[src/design/assert_macros.svh]
// assertion macros shared by the rtl of the clustering core
// no dependencies; synthesis builds define SYNTH to drop the checks
`ifndef ASSERT_MACROS_SVH
`define ASSERT_MACROS_SVH
`ifndef SYNTH
`define MLCM_ASSERT(name, clk, rst, prop) \
   name: assert property (@(posedge clk) disable iff (rst) prop) else $error("check failed");
`define MLCM_ASSERT_NEVER(name, clk, rst, prop) \
   name: assert property (@(posedge clk) disable iff (rst) !(prop)) else $error("check failed");
`else
`define MLCM_ASSERT(name, clk, rst, prop)
`define MLCM_ASSERT_NEVER(name, clk, rst, prop)
`endif
`endif

[src/design/mlcm_ram.sv]
// generic single write, single read ram with registered read data
// no dependencies
module mlcm_ram #(
   parameter int WIDTH = 8,
   parameter int DEPTH = 256,
   localparam int AddrW = (DEPTH > 1) ? $clog2(DEPTH) : 1
) (
   input  logic             clock,
   input  logic             wr_en,
   input  logic [AddrW-1:0] wr_addr,
   input  logic [WIDTH-1:0] wr_data,
   input  logic [AddrW-1:0] rd_addr,
   output logic [WIDTH-1:0] rd_data
);
   logic [WIDTH-1:0] mem_ff [DEPTH];
   logic [WIDTH-1:0] rd_data_ff;

   always_ff @(posedge clock) begin
      if (wr_en) begin
         mem_ff[wr_addr] <= wr_data;
      end
      rd_data_ff <= mem_ff[rd_addr];
   end

   assign rd_data = rd_data_ff;
endmodule
[config.mk]
export PLATFORM = sky130hd
export DESIGN_NAME = mlcm_ram
export DESIGN_NICKNAME = d
export VERILOG_FILES = /design/src/design/assert_macros.svh /design/src/design/mlcm_ram.sv
export SDC_FILE = /design/constraint.sdc
export NUM_CORES = 2
export LEC_CHECK = 0
export BUFFER_PORTS_ARGS = -buffer_cell sky130_fd_sc_hd__buf_2
export CORE_ASPECT_RATIO = 1.4
export CORE_MARGIN = 4
export CORE_UTILIZATION = 60
export DETAILED_ROUTE_END_ITERATION = 16
export PLACE_DENSITY_LB_ADDON = 0.05
export SLEW_MARGIN = 5
export SYNTH_ARGS = -nofsm -noshare
export SYNTH_HDL_FRONTEND = slang
export SYNTH_SLANG_ARGS = --single-unit
[constraint.sdc]
create_clock -name clock -period 5.56 [get_ports clock]
set_clock_uncertainty 0.2 [all_clocks]
set_input_delay 1.112 -clock clock [delete_from_list [all_inputs] [get_ports clock]]
set_output_delay 1.112 -clock clock [all_outputs]
set_load 0.1 [all_outputs]
==> flow_metrics.env <==
export IMPL_route_vias_total=38959
export IMPL_rsz0062_at_grt="false"
export IMPL_avgSynthCellArea_um2=21.3
export IMPL_synth_top_area_cell="edfxtp_1"
export IMPL_die_x_um=316
export IMPL_ctsResizeCount=0
export IMPL_seq_area_frac_synth_pct=77.5
export IMPL_drive_gt1_share_pct=22.1
export IMPL_yosys_top_cells_area="edfxtp_1 (77%), mux4_2 (13%), mux2i_1 (1.7%)"
export IMPL_cts_hold_buf=0
export IMPL_start_util_pct=60.6
export IMPL_yosys_warnings=0
export IMPL_cp_arrival_ps=4820
export IMPL_ys_ff_latch=2056
export IMPL_h_tree_depth=4
export IMPL_io_pins=34
export IMPL_end_kind="flip-flop"
export IMPL_cts_root_buf="clkbuf_16"
export IMPL_yosysUniqueCellTypes=55
export IMPL_clock_path_buffers=3
export IMPL_worst_path_max_delay_cell="nor4_1"
export IMPL_antenna_left=0
export IMPL_grt_max_degree=157
export IMPL_path_clk_slew_ps=60
export IMPL_leakagePower_nw=27.0
export IMPL_path_max_fanout=91
export IMPL_fmax_mhz=229
export IMPL_grt_use_total_pct=29.5
export IMPL_dp_slack_ps=426
export IMPL_synth_nets=3759
export IMPL_clock_latency_ps=830
export IMPL_avgRoutedWirePerCell_um=34.7
export IMPL_period_needed_ps=4370
export IMPL_grt_pass1_vias=39834
export IMPL_nNetsFinal=3879
export IMPL_grt_pass1_wl_mm=287
export IMPL_tightest_slew_ps=1350
export IMPL_ir_drop_uv=287
export IMPL_nFillCells=8551
export IMPL_dpl_hpwl_mm=126
export IMPL_path_cells="buf_8 -> buf_4 -> buf_4 -> mux4_2 -> a22oi_1 -> a31oi_1 -> nor4_1 -> nor4_1"
export IMPL_routed_via_density=6.77
export IMPL_drtPass1Iterations=9
export IMPL_core_um2=131000
export IMPL_gp_congestion=0.863
export IMPL_startpoint_type="input pin"
export IMPL_slew_headroom_pct=9.35
export IMPL_path_class="input pin to flip-flop"
export IMPL_antenna_found_initial=7
export IMPL_worst_hold_slack_ps=639
export IMPL_synth_edff_count=2048
export IMPL_num_rows=157
export IMPL_finalWorstSetupSlack_ps=1190
export IMPL_drtIter0Drc=4597
export IMPL_cpPeakStageDelay_ps=1030
export IMPL_cap_viol_max_count=0
export IMPL_drc_errors=0
export IMPL_multi_input_comb_area_um2=16500
export IMPL_outcome="finished, final reports clean"
export IMPL_synthCells=3733
export IMPL_numCtsBuffers=184
export IMPL_hold_viol_final=0
export IMPL_syn_area_um2=79600
export IMPL_cts_tree="done"
export IMPL_synth_ff_type="edfxtp_1"
export IMPL_yosysMostFrequentCell="edfxtp_1"
export IMPL_finalCritPeriodShare_pct=78.6
export IMPL_port_buffers=33
export IMPL_power_density_nw_per_um2=354
export IMPL_fin_setup_tns_ps=0
export IMPL_synth_top_cells_by_count="edfxtp_1 (2048), mux4_2 (454), nor2_1 (282)"
export IMPL_drt_wl_total_mm=200
export IMPL_seq_area_um2=61700
export IMPL_grt_remaining_overflow=0
export IMPL_setup_viol=0
export IMPL_yosys_area_top_type_share_pct=77.3
export IMPL_area_growth_pct=10.1
export IMPL_die_area_um2=139000
export IMPL_dieHeight_um=439
export IMPL_cp_required_ps=6010
export IMPL_drv_slew=0
export IMPL_holdCritPathClass="input pin to flip-flop"
export IMPL_cts_setup_buffers=0
export IMPL_synthArstFlopShare_pct=0
export IMPL_cts_sinks=2056
==> final timing paths <==
path                                              start                      to  slack [ps]  depth (start not counted)
worst min-delay path                         wr_data[1]  mem_ff[0][1]$_DFFE_PP_         640                          1
worst max-delay path                         rd_addr[1]      rd_data[5]$_DFF_P_        1190                          8
worst max register to register  mem_ff[42][3]$_DFFE_PP_      rd_data[3]$_DFF_P_        2410                          6
worst min register to register  mem_ff[33][5]$_DFFE_PP_      rd_data[5]$_DFF_P_         870                          6
==> area by class of cell <==
class | count | area share (%)
sequential | 2056 | 70.4
multi-input combinational | 1442 | 18.8
clock buffer | 234 | 5.60
tap | 1749 | 2.50
timing repair buffer | 167 | 1.76
clock inverter | 96 | 0.945
antenna | 6 | 0.0171
inverter | 2 | 0.00857
==> critical path, delay by kind of cell <==
family	cells	cell delay [ps]
AO/OA/AOI/OAI	2	520
buffers and inverters	3	1540
multiplexers	1	330
AND/OR/NAND/NOR	2	1140
==> registers in the layout (all words and copies together), names as in the netlist <==
| signal | cells |
|---|---|
| mem_ff | 2048 |
| rd_data | 8 |
==> power by group <==
| part | switching, mW | total [mW] | internal [mW] |
|---|---|---|---|
| clock network | 5.47 | 12.3 | 6.83 |
| registers | 0.0282 | 17.1 | 17.1 |
| logic | 1.11 | 1.65 | 0.531 |
==> metal layers <==
metal  GRT usage [%]  up-vias  part of all wire [%]
met3            5.66      414                   8.3
met4            11.8        8                   4.4
li1                -    15906                     -
met5               0        -                 0.028
met2            49.1     1992                    51
met1            39.0    20639                    36
==> stage by stage <==
step	util [%]	total power, mW	area [µm²]	cells
final	66.8	31.1	87600	5752
after CTS	66.8	31.2	87600	5746
after floorplan	-	18.3	79600	3733
after global routing	66.8	31.9	87600	5746
after detailed placement	62.4	19.1	81900	5416
after global placement	62.4	19.1	81900	5416
==> layout by cell type (no fill, tap or decap), types with 3 or more instances in the layout <==
cell type and count:
a22oi_1 133, nor4_2 3, o32ai_1 4, buf_4 113
buf_12 22, clkinv_2 21, nor4_1 24, a21oi_1 96
clkinvlp_4 7, bufinv_16 13, o21ai_0 10, a22o_1 8
o221ai_1 46, clkbuf_16 188, o22a_1 5, o211ai_1 10
nand2b_1 8, nand3_1 34, edfxtp_1 2048, nand4_1 10
diode_2 6, o22ai_1 28, mux2i_1 134, nor2b_1 28
nor3_1 22, inv_6 7, nor2_1 279, dfxtp_1 8
buf_2 22, clkbuf_8 11, a211oi_1 16, clkbuf_1 43
a221oi_1 13, nand2_1 32, and2_1 6, mux4_2 454
or2_2 4, clkinv_1 45
==> logic make-up after synthesis <==
logic type | count (synthesis) | synth area share (%)
flip-flops | 2056 | 77.5
multiplexers | 591 | 14.6
AND/OR/NAND/NOR | 466 | 2.63
AO/OA/AOI/OAI | 385 | 3.42
buffers and inverters | 235 | 1.83
(Power assumes the default switching activity.)
